==> src/rtl/rc4_stream_cipher_core_macros.svh <==
// ----------------------------------------------------------------------------
// rc4 stream cipher core assertion macros
// shared property forms for the concurrent checks of the core
// ----------------------------------------------------------------------------
`ifndef RC4_STREAM_CIPHER_CORE_MACROS_SVH
`define RC4_STREAM_CIPHER_CORE_MACROS_SVH

// same-cycle implication, disabled while in reset
`define RC4_ASSERT_SAME(label, clk, rst_n, ante, cons, msg) \
    label: assert property (@(posedge clk) disable iff (!rst_n) (ante) |-> (cons)) \
        else $error(msg);

// next-cycle implication, disabled while in reset
`define RC4_ASSERT_NEXT(label, clk, rst_n, ante, cons, msg) \
    label: assert property (@(posedge clk) disable iff (!rst_n) (ante) |=> (cons)) \
        else $error(msg);

`endif

==> src/rtl/rc4_pkg.sv <==
// ----------------------------------------------------------------------------
// rc4 package
// widths, opcodes, key byte selection and the engine interface structs
// ----------------------------------------------------------------------------
package rc4_pkg;

    localparam int BYTE_W         = 8;
    localparam int KEY_W          = 32;
    localparam int KEY_WORD_BYTES = KEY_W / BYTE_W;
    localparam int KEY_BYTES      = 4;
    localparam int KIDX_W         = 3;
    localparam int PERM_DEPTH     = 256;
    localparam int PERM_AW        = $clog2(PERM_DEPTH);

    localparam logic [KIDX_W-1:0]  KIDX_LAST = KIDX_W'(KEY_BYTES - 1);
    localparam logic [PERM_AW-1:0] PERM_LAST = PERM_AW'(PERM_DEPTH - 1);

    localparam logic OP_REKEY = 1'b0;
    localparam logic OP_DATA  = 1'b1;

    typedef struct packed {
        logic              start;
        logic              opcode;
        logic [KEY_W-1:0]  key_word;
        logic [BYTE_W-1:0] data_in;
        logic              out_free;
    } req_t;

    typedef struct packed {
        logic              ready;
        logic              res_valid;
        logic [BYTE_W-1:0] res_data;
        logic              res_no_key;
    } sts_t;

    // key bytes beyond the key word read as zero
    function automatic logic [BYTE_W-1:0] key_byte(
        input logic [KEY_W-1:0]  word,
        input logic [KIDX_W-1:0] idx
    );
        if (idx < KEY_WORD_BYTES)
        begin
            return word[{idx[1:0], 3'b000} +: BYTE_W];
        end
        return '0;
    endfunction

endpackage

==> src/rtl/rc4_ram.sv <==
// ----------------------------------------------------------------------------
// rc4 generic ram
// one write port, one read port with registered read data, read-first
// ----------------------------------------------------------------------------
module rc4_ram #(
    parameter int WIDTH = 8,
    parameter int DEPTH = 256
) (
    input  logic                     clk,
    input  logic                     wr_en,
    input  logic [$clog2(DEPTH)-1:0] wr_addr,
    input  logic [WIDTH-1:0]         wr_data,
    input  logic                     rd_en,
    input  logic [$clog2(DEPTH)-1:0] rd_addr,
    output logic [WIDTH-1:0]         rd_data
);

    logic [WIDTH-1:0] mem_reg [DEPTH];
    logic [WIDTH-1:0] rd_data_reg;

    always_ff @(posedge clk)
    begin
        if (wr_en)
        begin
            mem_reg[wr_addr] <= wr_data;
        end
        if (rd_en)
        begin
            rd_data_reg <= mem_reg[rd_addr];
        end
    end

    assign rd_data = rd_data_reg;

endmodule

==> src/rtl/rc4_engine.sv <==
// ----------------------------------------------------------------------------
// rc4 engine
// sequencer around the permutation ram: fill, key schedule and keystream
// ----------------------------------------------------------------------------
`include "rc4_stream_cipher_core_macros.svh"

module rc4_engine (
    input  logic          clk,
    input  logic          rst_n,
    input  rc4_pkg::req_t req,
    output rc4_pkg::sts_t sts
);

    typedef enum logic [3:0] {
        ST_IDLE,
        ST_FILL,
        ST_KA,
        ST_KB,
        ST_KC,
        ST_KFIN,
        ST_P1,
        ST_P2,
        ST_P3,
        ST_NKEY
    } state_t;

    state_t                            state_reg, state_next;
    logic [rc4_pkg::PERM_AW-1:0]       cnt_reg, cnt_next;
    logic [rc4_pkg::BYTE_W-1:0]        i_reg, i_next;
    logic [rc4_pkg::BYTE_W-1:0]        j_reg, j_next;
    logic [rc4_pkg::BYTE_W-1:0]        a_reg, a_next;
    logic [rc4_pkg::BYTE_W-1:0]        sum_reg, sum_next;
    logic [rc4_pkg::BYTE_W-1:0]        data_reg, data_next;
    logic [rc4_pkg::KEY_W-1:0]         key_reg, key_next;
    logic [rc4_pkg::KIDX_W-1:0]        kidx_reg, kidx_next;
    logic                              key_loaded_reg, key_loaded_next;
    logic                              fwd_hit_reg, fwd_hit_next;
    logic [rc4_pkg::BYTE_W-1:0]        fwd_data_reg, fwd_data_next;

    logic                              ram_wr_en;
    logic [rc4_pkg::PERM_AW-1:0]       ram_wr_addr;
    logic [rc4_pkg::BYTE_W-1:0]        ram_wr_data;
    logic                              ram_rd_en;
    logic [rc4_pkg::PERM_AW-1:0]       ram_rd_addr;
    logic [rc4_pkg::BYTE_W-1:0]        ram_rd_data;
    logic [rc4_pkg::BYTE_W-1:0]        rd_val;
    logic [rc4_pkg::BYTE_W-1:0]        ks;
    logic                              take;

    rc4_ram #(
        .WIDTH (rc4_pkg::BYTE_W),
        .DEPTH (rc4_pkg::PERM_DEPTH)
    ) u_perm_ram (
        .clk     (clk),
        .wr_en   (ram_wr_en),
        .wr_addr (ram_wr_addr),
        .wr_data (ram_wr_data),
        .rd_en   (ram_rd_en),
        .rd_addr (ram_rd_addr),
        .rd_data (ram_rd_data)
    );

    // read data with same-cycle write forwarded
    assign rd_val = fwd_hit_reg ? fwd_data_reg : ram_rd_data;
    // second swap write is still pending when the keystream byte returns
    assign ks = (sum_reg == j_reg) ? a_reg : rd_val;

    always_comb
    begin
        state_next      = state_reg;
        cnt_next        = cnt_reg;
        i_next          = i_reg;
        j_next          = j_reg;
        a_next          = a_reg;
        sum_next        = sum_reg;
        data_next       = data_reg;
        key_next        = key_reg;
        kidx_next       = kidx_reg;
        key_loaded_next = key_loaded_reg;

        ram_wr_en   = 1'b0;
        ram_wr_addr = cnt_reg;
        ram_wr_data = cnt_reg;
        ram_rd_en   = 1'b0;
        ram_rd_addr = cnt_reg;

        sts   = '0;
        take  = 1'b0;

        unique case (state_reg)
            ST_IDLE:
            begin
                sts.ready = 1'b1;
                take      = req.start;
            end
            ST_FILL:
            begin
                ram_wr_en = 1'b1;
                cnt_next  = cnt_reg + 1'b1;
                if (cnt_reg == rc4_pkg::PERM_LAST)
                begin
                    j_next     = '0;
                    kidx_next  = '0;
                    state_next = ST_KA;
                end
            end
            ST_KA:
            begin
                // finish previous swap while fetching the next entry
                ram_wr_en   = (cnt_reg != '0);
                ram_wr_addr = j_reg;
                ram_wr_data = a_reg;
                ram_rd_en   = 1'b1;
                state_next  = ST_KB;
            end
            ST_KB:
            begin
                a_next      = rd_val;
                j_next      = j_reg + rd_val + rc4_pkg::key_byte(key_reg, kidx_reg);
                ram_rd_en   = 1'b1;
                ram_rd_addr = j_next;
                kidx_next   = (kidx_reg == rc4_pkg::KIDX_LAST) ? '0 : kidx_reg + 1'b1;
                state_next  = ST_KC;
            end
            ST_KC:
            begin
                ram_wr_en   = 1'b1;
                ram_wr_data = rd_val;
                cnt_next    = cnt_reg + 1'b1;
                state_next  = (cnt_reg == rc4_pkg::PERM_LAST) ? ST_KFIN : ST_KA;
            end
            ST_KFIN:
            begin
                ram_wr_en       = 1'b1;
                ram_wr_addr     = j_reg;
                ram_wr_data     = a_reg;
                i_next          = '0;
                j_next          = '0;
                key_loaded_next = 1'b1;
                state_next      = ST_IDLE;
            end
            ST_P1:
            begin
                a_next      = rd_val;
                j_next      = j_reg + rd_val;
                ram_rd_en   = 1'b1;
                ram_rd_addr = j_next;
                state_next  = ST_P2;
            end
            ST_P2:
            begin
                ram_wr_en   = 1'b1;
                ram_wr_addr = i_reg;
                ram_wr_data = rd_val;
                sum_next    = a_reg + rd_val;
                ram_rd_en   = 1'b1;
                ram_rd_addr = sum_next;
                state_next  = ST_P3;
            end
            ST_P3:
            begin
                ram_wr_en   = 1'b1;
                ram_wr_addr = j_reg;
                ram_wr_data = a_reg;
                if (req.out_free)
                begin
                    sts.res_valid = 1'b1;
                    sts.res_data  = data_reg ^ ks;
                    sts.ready     = 1'b1;
                    take          = req.start;
                    state_next    = ST_IDLE;
                end
            end
            ST_NKEY:
            begin
                if (req.out_free)
                begin
                    sts.res_valid  = 1'b1;
                    sts.res_no_key = 1'b1;
                    state_next     = ST_IDLE;
                end
            end
            default:
            begin
                state_next = ST_IDLE;
            end
        endcase

        if (take)
        begin
            key_next  = req.key_word;
            data_next = req.data_in;
            if (req.opcode == rc4_pkg::OP_REKEY)
            begin
                cnt_next   = '0;
                state_next = ST_FILL;
            end
            else if (key_loaded_reg)
            begin
                i_next      = i_reg + 1'b1;
                ram_rd_en   = 1'b1;
                ram_rd_addr = i_next;
                state_next  = ST_P1;
            end
            else
            begin
                state_next = ST_NKEY;
            end
        end

        fwd_hit_next  = fwd_hit_reg;
        fwd_data_next = fwd_data_reg;
        if (ram_rd_en)
        begin
            fwd_hit_next  = ram_wr_en && (ram_wr_addr == ram_rd_addr);
            fwd_data_next = ram_wr_data;
        end
    end

    always_ff @(posedge clk or negedge rst_n)
    begin
        if (!rst_n)
        begin
            state_reg      <= ST_IDLE;
            cnt_reg        <= '0;
            i_reg          <= '0;
            j_reg          <= '0;
            a_reg          <= '0;
            sum_reg        <= '0;
            data_reg       <= '0;
            key_reg        <= '0;
            kidx_reg       <= '0;
            key_loaded_reg <= 1'b0;
            fwd_hit_reg    <= 1'b0;
            fwd_data_reg   <= '0;
        end
        else
        begin
            state_reg      <= state_next;
            cnt_reg        <= cnt_next;
            i_reg          <= i_next;
            j_reg          <= j_next;
            a_reg          <= a_next;
            sum_reg        <= sum_next;
            data_reg       <= data_next;
            key_reg        <= key_next;
            kidx_reg       <= kidx_next;
            key_loaded_reg <= key_loaded_next;
            fwd_hit_reg    <= fwd_hit_next;
            fwd_data_reg   <= fwd_data_next;
        end
    end

    `RC4_ASSERT_SAME(a_res_slot_free, clk, rst_n, sts.res_valid, req.out_free,
        "result issued while output slot occupied")
    `RC4_ASSERT_SAME(a_no_key_flag, clk, rst_n, sts.res_valid && sts.res_no_key,
        !key_loaded_reg && (sts.res_data == '0), "no-key word with key loaded or data")
    `RC4_ASSERT_NEXT(a_p1_to_p2, clk, rst_n, state_reg == ST_P1, state_reg == ST_P2,
        "keystream step left second read")
    `RC4_ASSERT_NEXT(a_sched_done, clk, rst_n, state_reg == ST_KFIN,
        key_loaded_reg && (i_reg == '0) && (j_reg == '0), "key schedule end state wrong")
    `RC4_ASSERT_NEXT(a_p3_hold, clk, rst_n, (state_reg == ST_P3) && !req.out_free,
        state_reg == ST_P3, "keystream result dropped under stall")

endmodule

==> src/rtl/rc4_stream_cipher_core.sv <==
// path: a data word runs through P1, P2 and P3, a no-key word through NKEY, then the output
// register; the next word is taken in P3 at the earliest, as the two swap writes share the ram
// write port; rekey fills every entry, runs KA, KB, KC per schedule step, then writes in KFIN
// reset: asynchronous, clears indices, key-loaded flag and handshake state
// the permutation ram is not cleared; it is filled by every rekey
// ----------------------------------------------------------------------------
// rc4 stream cipher core
// valid/stall wrapper with output register around the rc4 engine
// ----------------------------------------------------------------------------
module rc4_stream_cipher_core (
    input  logic                         clk,
    input  logic                         rst_n,
    input  logic                         in_valid,
    output logic                         in_stall,
    input  logic                         opcode,
    input  logic [rc4_pkg::KEY_W-1:0]    key_word,
    input  logic [rc4_pkg::BYTE_W-1:0]   data_in,
    output logic                         out_valid,
    input  logic                         out_stall,
    output logic [rc4_pkg::BYTE_W-1:0]   data_out,
    output logic                         no_key
);

    rc4_pkg::req_t              req;
    rc4_pkg::sts_t              sts;
    logic                       out_valid_reg, out_valid_next;
    logic [rc4_pkg::BYTE_W-1:0] data_out_reg, data_out_next;
    logic                       no_key_reg, no_key_next;

    rc4_engine u_engine (
        .clk   (clk),
        .rst_n (rst_n),
        .req   (req),
        .sts   (sts)
    );

    always_comb
    begin
        req.start    = in_valid && sts.ready;
        req.opcode   = opcode;
        req.key_word = key_word;
        req.data_in  = data_in;
        req.out_free = !out_valid_reg || !out_stall;

        out_valid_next = out_valid_reg && out_stall;
        data_out_next  = data_out_reg;
        no_key_next    = no_key_reg;
        if (sts.res_valid)
        begin
            out_valid_next = 1'b1;
            data_out_next  = sts.res_data;
            no_key_next    = sts.res_no_key;
        end
    end

    always_ff @(posedge clk or negedge rst_n)
    begin
        if (!rst_n)
        begin
            out_valid_reg <= 1'b0;
            data_out_reg  <= '0;
            no_key_reg    <= 1'b0;
        end
        else
        begin
            out_valid_reg <= out_valid_next;
            data_out_reg  <= data_out_next;
            no_key_reg    <= no_key_next;
        end
    end

    assign in_stall  = !sts.ready;
    assign out_valid = out_valid_reg;
    assign data_out  = data_out_reg;
    assign no_key    = no_key_reg;

endmodule
==> config.mk <==
export PLATFORM = sky130hd
export DESIGN_NAME = rc4_stream_cipher_core
export DESIGN_NICKNAME = d
export VERILOG_FILES = /design/src/rtl/rc4_pkg.sv /design/src/rtl/rc4_ram.sv /design/src/rtl/rc4_engine.sv /design/src/rtl/rc4_stream_cipher_core.sv
export VERILOG_INCLUDE_DIRS = /design/src /design/src/rtl
export SDC_FILE = /design/constraint.sdc
export NUM_CORES = 2
export LEC_CHECK = 0
export BUFFER_PORTS_ARGS = -buffer_cell sky130_fd_sc_hd__buf_2
export CORE_ASPECT_RATIO = 1.1
export CORE_UTILIZATION = 25
export CTS_BUF_LIST = sky130_fd_sc_hd__clkbuf_8 sky130_fd_sc_hd__clkbuf_16
export CTS_CLUSTER_SIZE = 20
export DETAILED_ROUTE_END_ITERATION = 6
export GPL_TIMING_DRIVEN = 0
export MAX_ROUTING_LAYER = met4
export SLEW_MARGIN = 20
export SYNTH_ARGS = -nofsm -noshare
export SYNTH_HDL_FRONTEND = slang
export SYNTH_HIERARCHICAL = 1
export SYNTH_SLANG_ARGS = --single-unit
export TNS_END_PERCENT = 20
==> constraint.sdc <==
create_clock -name clk -period 16.05 [get_ports clk]
set_input_delay 1.605 -clock clk [delete_from_list [all_inputs] [get_ports clk]]
set_output_delay 1.605 -clock clk [all_outputs]
set_load 0.005 [all_outputs]
# After elaboration in Yosys (flattened, before gate mapping)
# Memory sizes are Yosys's and may differ from the RTL's. A register that Yosys moved wholly into a read port is not among the register bits.
# Cells that the tools add are included.
[classes]
addsub = 6
n_mul = 0
div_mod_pow = 0
magnitude_cmp = 1
eq_ne = 17
shifts = 1
mux = 48
bitwise_logic = 1
reduce_logical = 21
[ops]
columns = ["operator", "n"]
rows = [
  ["two-way mux 8 bit", 17],
  ["one-hot mux 4 bit (8 select lines)", 1],
  ["one-hot mux 8 bit (2 select lines)", 2],
  ["one-hot mux 8 bit (4 select lines)", 1],
  ["variable part select 32 x 6 -> 8 bit", 1],
  ["adder 8 bit", 3],
  ["one-hot mux 8 bit (3 select lines)", 1],
  ["two-way mux 4 bit", 5],
  ["adder 8 x 1 -> 8 bit (second input constant)", 2],
  ["== test 4 x 3 -> 1 bit (second input constant)", 4],
  ["== test 8 bit", 2],
  ["two-way mux 1 bit", 12],
  ["two-way mux 10 bit", 1],
  ["two-way mux 3 bit", 3],
  ["== test 4 x 2 -> 1 bit (second input constant)", 2],
  ["== test 4 bit (second input constant)", 2],
  ["== test 8 bit (second input constant)", 1],
  ["one-hot mux 1 bit (2 select lines)", 4],
  ["nonzero test 8 bit", 1],
  ["OR reduction 2 bit", 4],
  ["bitwise XOR 8 bit", 1],
  ["inequality test 3 x 1 -> 1 bit (second input constant)", 2],
  ["one-hot mux 3 bit (2 select lines)", 1],
  ["OR reduction 5 bit", 1],
  ["15 further kinds", 21],
]
[totals]
reg_bits = 107
latchBits = 0
ramBits = 2048
romBits = 0
input_bits = 45
out_inout_bits = 11
mem_count = 1
[mem_list]
columns = ["name", "words", "width", "read_ports", "rd_clocked_by_memory_dff", "wr", "line_no", "rtl"]
rows = [
  ["u_engine.u_perm_ram.mem_reg", 256, 8, 1, 1, 1, "rc4_ram.sv:18", "logic [WIDTH-1:0] mem_reg [DEPTH];"],
]

# Logic depth before layout (Yosys ltp)
[logic_depth]
word_depth = 12
depth_mapped = 26
depth_no_buf = 22

# Hierarchy
# The synthesis kept the hierarchy.
[modules_own_cells]
columns = ["mod", "n_inst", "cells_per_inst", "area_each_um2"]
rows = [
  ["rc4_ram", 1, 3733, 79636.4],
  ["rc4_engine", 1, 680, 6490.0],
  ["rc4_stream_cipher_core", 1, 24, 419.2],
]

# Worst setup path before layout
# OpenSTA, ideal clock, no wires.
[synth_path]
kind = "register -> register"
startpoint = "register u_engine.state_reg[2]"
endpoint = "memory u_engine.u_perm_ram.mem_reg[0][5], data pin"
setup_ps = 867
arrival_ps = 4684
required_time_ps = 15183
path_slack_ps = 10499
path_stages_with_launch = 7
period_less_slack_ps = 5551
cell_sequence = "dfrtp_1 -> buf_4 -> clkbuf_1 -> nand3b_1 -> nor2b_1 -> clkbuf_1 -> a221o_1"
[synth_between]
elab_chain_len = 3
elab_cells_between_ends = 8
cone_classes = "eq/ne (5); mux (1); reduce/logical (2)"
[synth_rtl]
columns = ["element", "line_no", "rtl"]
rows = [
  ["start, declared", "rc4_engine.sv:27", "state_t state_reg, state_next;"],
  ["start signal, assigned", "rc4_engine.sv:239", "state_reg <= state_next;"],
  ["== test 4 x 3 -> 1 bit (tied with other cells)", "rc4_engine.sv:90", "unique case (state_reg)"],
  ["OR reduction 3 bit (no line) or OR reduction 2 bit (tied branches)", "n/a", ""],
  ["one-hot mux 8 bit (2 select lines) *", "rc4_engine.sv:90", ""],
  ["net u_engine.ram_wr_data (one bit)", "rc4_engine.sv:42", "logic [rc4_pkg::BYTE_W-1:0] ram_wr_data;"],
  ["end, declared", "rc4_ram.sv:18", ""],
]
# The timed path passes the listed nets; every way through them passes the cells marked *.

# Worst setup path in the final report
[layout_path]
startpoint = "register u_engine.fwd_hit_reg"
endpoint = "register u_engine.u_perm_ram.rd_data_reg[2] (netlist: u_engine/u_perm_ram/rd_data[2]), read port of u_engine.u_perm_ram.mem_reg, data pin"
[layout_between]
elab_chain_len = 7
elab_cells_between_ends = 8
cone_classes = "add/sub (3); mux (5)"
[layout_rtl]
columns = ["element", "line_no", "rtl"]
rows = [
  ["start, declared", "rc4_engine.sv:37", "logic fwd_hit_reg, fwd_hit_next;"],
  ["start signal, assigned", "rc4_engine.sv:249", "fwd_hit_reg <= fwd_hit_next;"],
  ["two-way mux 8 bit *", "rc4_engine.sv:64", "assign rd_val = fwd_hit_reg ? fwd_data_reg : ram_rd_data;"],
  ["net u_engine.rd_val (one bit)", "rc4_engine.sv:46", "logic [rc4_pkg::BYTE_W-1:0] rd_val;"],
  ["adder 8 bit", "rc4_engine.sv:119, rc4_engine.sv:145", ""],
  ["adder 8 bit", "rc4_engine.sv:119", "j_next = j_reg + rd_val + rc4_pkg::key_byte(key_reg, kidx_reg);"],
  ["one-hot mux 8 bit (3 select lines) *", "rc4_engine.sv:90", ""],
  ["two-way mux 8 bit", "rc4_engine.sv:198", "else if (key_loaded_reg)"],
  ["two-way mux 8 bit", "rc4_engine.sv:193", "if (req.opcode == rc4_pkg::OP_REKEY)"],
  ["two-way mux 8 bit *", "rc4_engine.sv:189", "if (take)"],
  ["net u_engine.ram_rd_addr (one bit)", "rc4_engine.sv:44", "logic [rc4_pkg::PERM_AW-1:0] ram_rd_addr;"],
  ["end, declared", "rc4_ram.sv:19", "logic [WIDTH-1:0] rd_data_reg;"],
]
# Marked as above.
# A chain may end at the register's enable or synchronous reset.

==> results.yml <==
global_route:
  grt_pass1_wl_um: 365000
  antenna_found_initial: 15
  track_usage_pct: 15.2
  first_global_vias: 46882
  grt_overflow: 0
  grt_max_degree: 77
timing:
  skew_ns: 0.0898
  fin_crit_sh_pct: 55.5
  period_needed_ns: 8.91
  drv_slew: 0
  tightest_slew_ns: 1.33
  fmax_ghz: 0.112
  rsz0062_at_grt: "no"
  hold_viol_final: 0
  slew_headroom_pct: 9.32
  setup_viol: 0
  tns_ns: 0
setup_path:
  r2r-start: "u_engine/fwd_hit_reg"
  critPathKind: "reg2reg"
  crit_path_end_kind: "register"
  crit_path_max_fanout: 10
  start_kind: "register"
  cp.required_ns: 16.57
  critPathArrivalTime_ns: 9.43
  startpoint: "u_engine/fwd_hit_reg"
clocking:
  hold_buffers: 0
  cts_max_level: 4
  clk_pin_slew_worst_paths_ns: 0.06
  clockRootBuffer: "clkbuf_16"
  cts_buffers: 220
  cts.sinks: 2163
  clockBufferDepth: 3
  cts_tree: "yes"
  cts-resized-gates: 0
  clk-insertion-delay-late_ns: 0.89
  post-cts-setup-buffer-count: 0
power_and_ir_drop:
  seqPwrFrac_pct: 34.1
  power_frac_comb_pct: 44.0
  p_leak_uw: 0.0318
  p_int_uw: 13500
  ir_drop_mv: 0.160
  p_sw_uw: 9060
  cellPowerDensity_nw_per_um2: 224
  swShare_pct: 40.1
  clkPwrFrac_pct: 21.8
place:
  globalplace.congestion: 0.960
  port_buffers: 55
  place_area_um2: 93900
  hpwlAfterDp_um: 183000
synthesis:
  ys_ff_latch: 2163
  synthMuxAreaShare_pct: 14.6
  yosysSeqAreaShare_pct: 74.4
  synth_area_um2: 86500
  yosys.area_share.simple_pct: 3.86
  synth_edf_count: 2056
  async_flop_share_pct: 4.95
  synthesis.nets: 4510
  synthXorXnorAreaFrac_pct: 0.455
  synthDistinctLibCells: 95
  synth_top_family_by_area: "multiplexers"
  ys.flop_type: "edfxtp_1"
  syn_avg_cell_area_um2: 19.5
  syn-instance-count: 4437
  synth_compound_area_share_pct: 4.26
  yosysWarnings: 6
  synth_fa_ha_area_share_pct: 0.431
finish:
  area_growth_pct: 16.7
  largest_reg_flops: 2048
  drive_gt1_share_pct: 23.0
  fill_cells: 33568
  nets: 4838
  final_cell_area_um2: 101000
floorplanning:
  start_util_pct: 25.1
  fp.dieArea_um2: 349000
  die_x_um: 563
  die_height_um: 619
  row_count: 226
  core_area_um2: 344000
  pin_count: 56
route:
  routed_wl_um: 263000
  wl_per_cell_um: 27.7
  vias: 47548
  drc: 0
  routed_via_density: 5.00
  ant_nets: 0
  drt_pass1_iterations: 6
  drt_iter0_drc: 6704
min_path:
  hp-class: "reg2reg"
  min_from: "u_engine/key_loaded_reg"
status:
  status: "completed"
job:
  max_cap_viol_count: 0
synth_stat cells, drive strengths merged, types with 48 or more instances:
library cell	number	area share (%)
clkbuf	133	0.58
mux2i	150	1.7
mux4	463	12
o21ai	48	0.28
mux2	59	0.81
edfxtp	2056	71
a21oi	130	0.75
dfrtp	107	3.1
nand2	104	0.45
buf	133	1.3
a22oi	139	1.2
nor2	352	1.5
final cells by class:
type / count / area, µm² / area share (%)
sequential: 2163 / 64400 / 63.8
multi-input combinational: 1980 / 20600 / 20.4
tap: 4560 / 5710 / 5.65
clock buffer: 222 / 5560 / 5.50
buffer: 266 / 1640 / 1.62
timing repair buffer: 106 / 1500 / 1.48
clock inverter: 172 / 1440 / 1.42
inverter: 28 / 105 / 0.104
antenna: 4 / 10.0 / 0.00991
metal layers:
metal / GRT usage, % / up-vias / share of wire, %
met1: 18.9 / 25269 / 38
met4: 6.48 / 0 / 4.8
met5: - / - / 0
li1: - / 18920 / -
met2: 23.8 / 2821 / 47
met3: 3.49 / 538 / 11
metrics by stage:
stage / util, % / worst slack [ns] / hold slack, ns / cells / power (µW)
2_1_floorplan: - / 10.50 / 0.454 / 4437 / 13300
3_3_place_gp: 26.9 / 5.75 / 0.479 / 9052 / 17600
3_5_place_dp: 27.3 / 7.28 / 0.483 / 9101 / 17500
4_1_cts: 29.3 / 7.30 / 0.498 / 9495 / 22500
5_1_grt: 29.3 / 7.08 / 0.518 / 9500 / 23100
6_report: 29.3 / 7.14 / 0.495 / 9501 / 22600
cells in the final DEF, fill, tap and decap left out, types with 99 or more instances in the layout:
cell / n
edfxtp_1: 2056
mux4_2: 461
nor2_1: 333
clkbuf_16: 222
mux2i_1: 149
a22oi_1: 139
a21oi_1: 129
clkbuf_1: 109
dfrtp_1: 107
nand2_1: 104
buf_2: 99
cell families after synthesis:
logic type                 Yosys count
DFF                               2163
adders and majority gates           28
buffers and inverters              294
xor gates and xnor gates            45
and+or+nand+nor                    711
AOI/OAI and AO/OA                  524
muxes                              672
power groups by stage:
stage	sequential [µW]	combinational, µW	clock, µW
CTS	7710	9740	5000
detailed placement	7830	9720	0
global placement	8480	9140	0
finish	7710	9950	4930
global route	7730	10200	5210
floorplan	8070	5260	0
worst paths after layout:
check                                                 end  slack (ns)  cells past startpoint
max                        u_engine/u_perm_ram/rd_data[2]        7.14                     21
min                               u_engine/key_loaded_reg        0.49                      1
max reg2reg                u_engine/u_perm_ram/rd_data[2]        7.14                     21
min reg2reg                       u_engine/key_loaded_reg        0.49                      1
max in group asynchronous               u_engine/a_reg[3]       14.66                      2
min in group asynchronous            u_engine/key_reg[15]        0.70                      1
worst max-delay path: stages, from the launching register on:
cell	delay, ns
dfrtp_1	0.31
buf_2	0.26
mux2i_1	0.50
inv_1	0.19
ha_1	0.36
or2_2	0.32
and3_1	0.18
clkbuf_1	0.15
o21a_1	0.20
nor2_1	0.11
xnor2_1	0.08
ha_1	0.39
or4b_2	0.60
a21oi_1	0.18
nor3_1	0.14
a32oi_2	0.79
buf_2	0.55
clkbuf_1	0.88
nor2_1	0.19
a2111oi_1	1.03
nor3_1	0.37
nor4_2	0.77
Note: power is estimated with default switching activity, not from simulation.
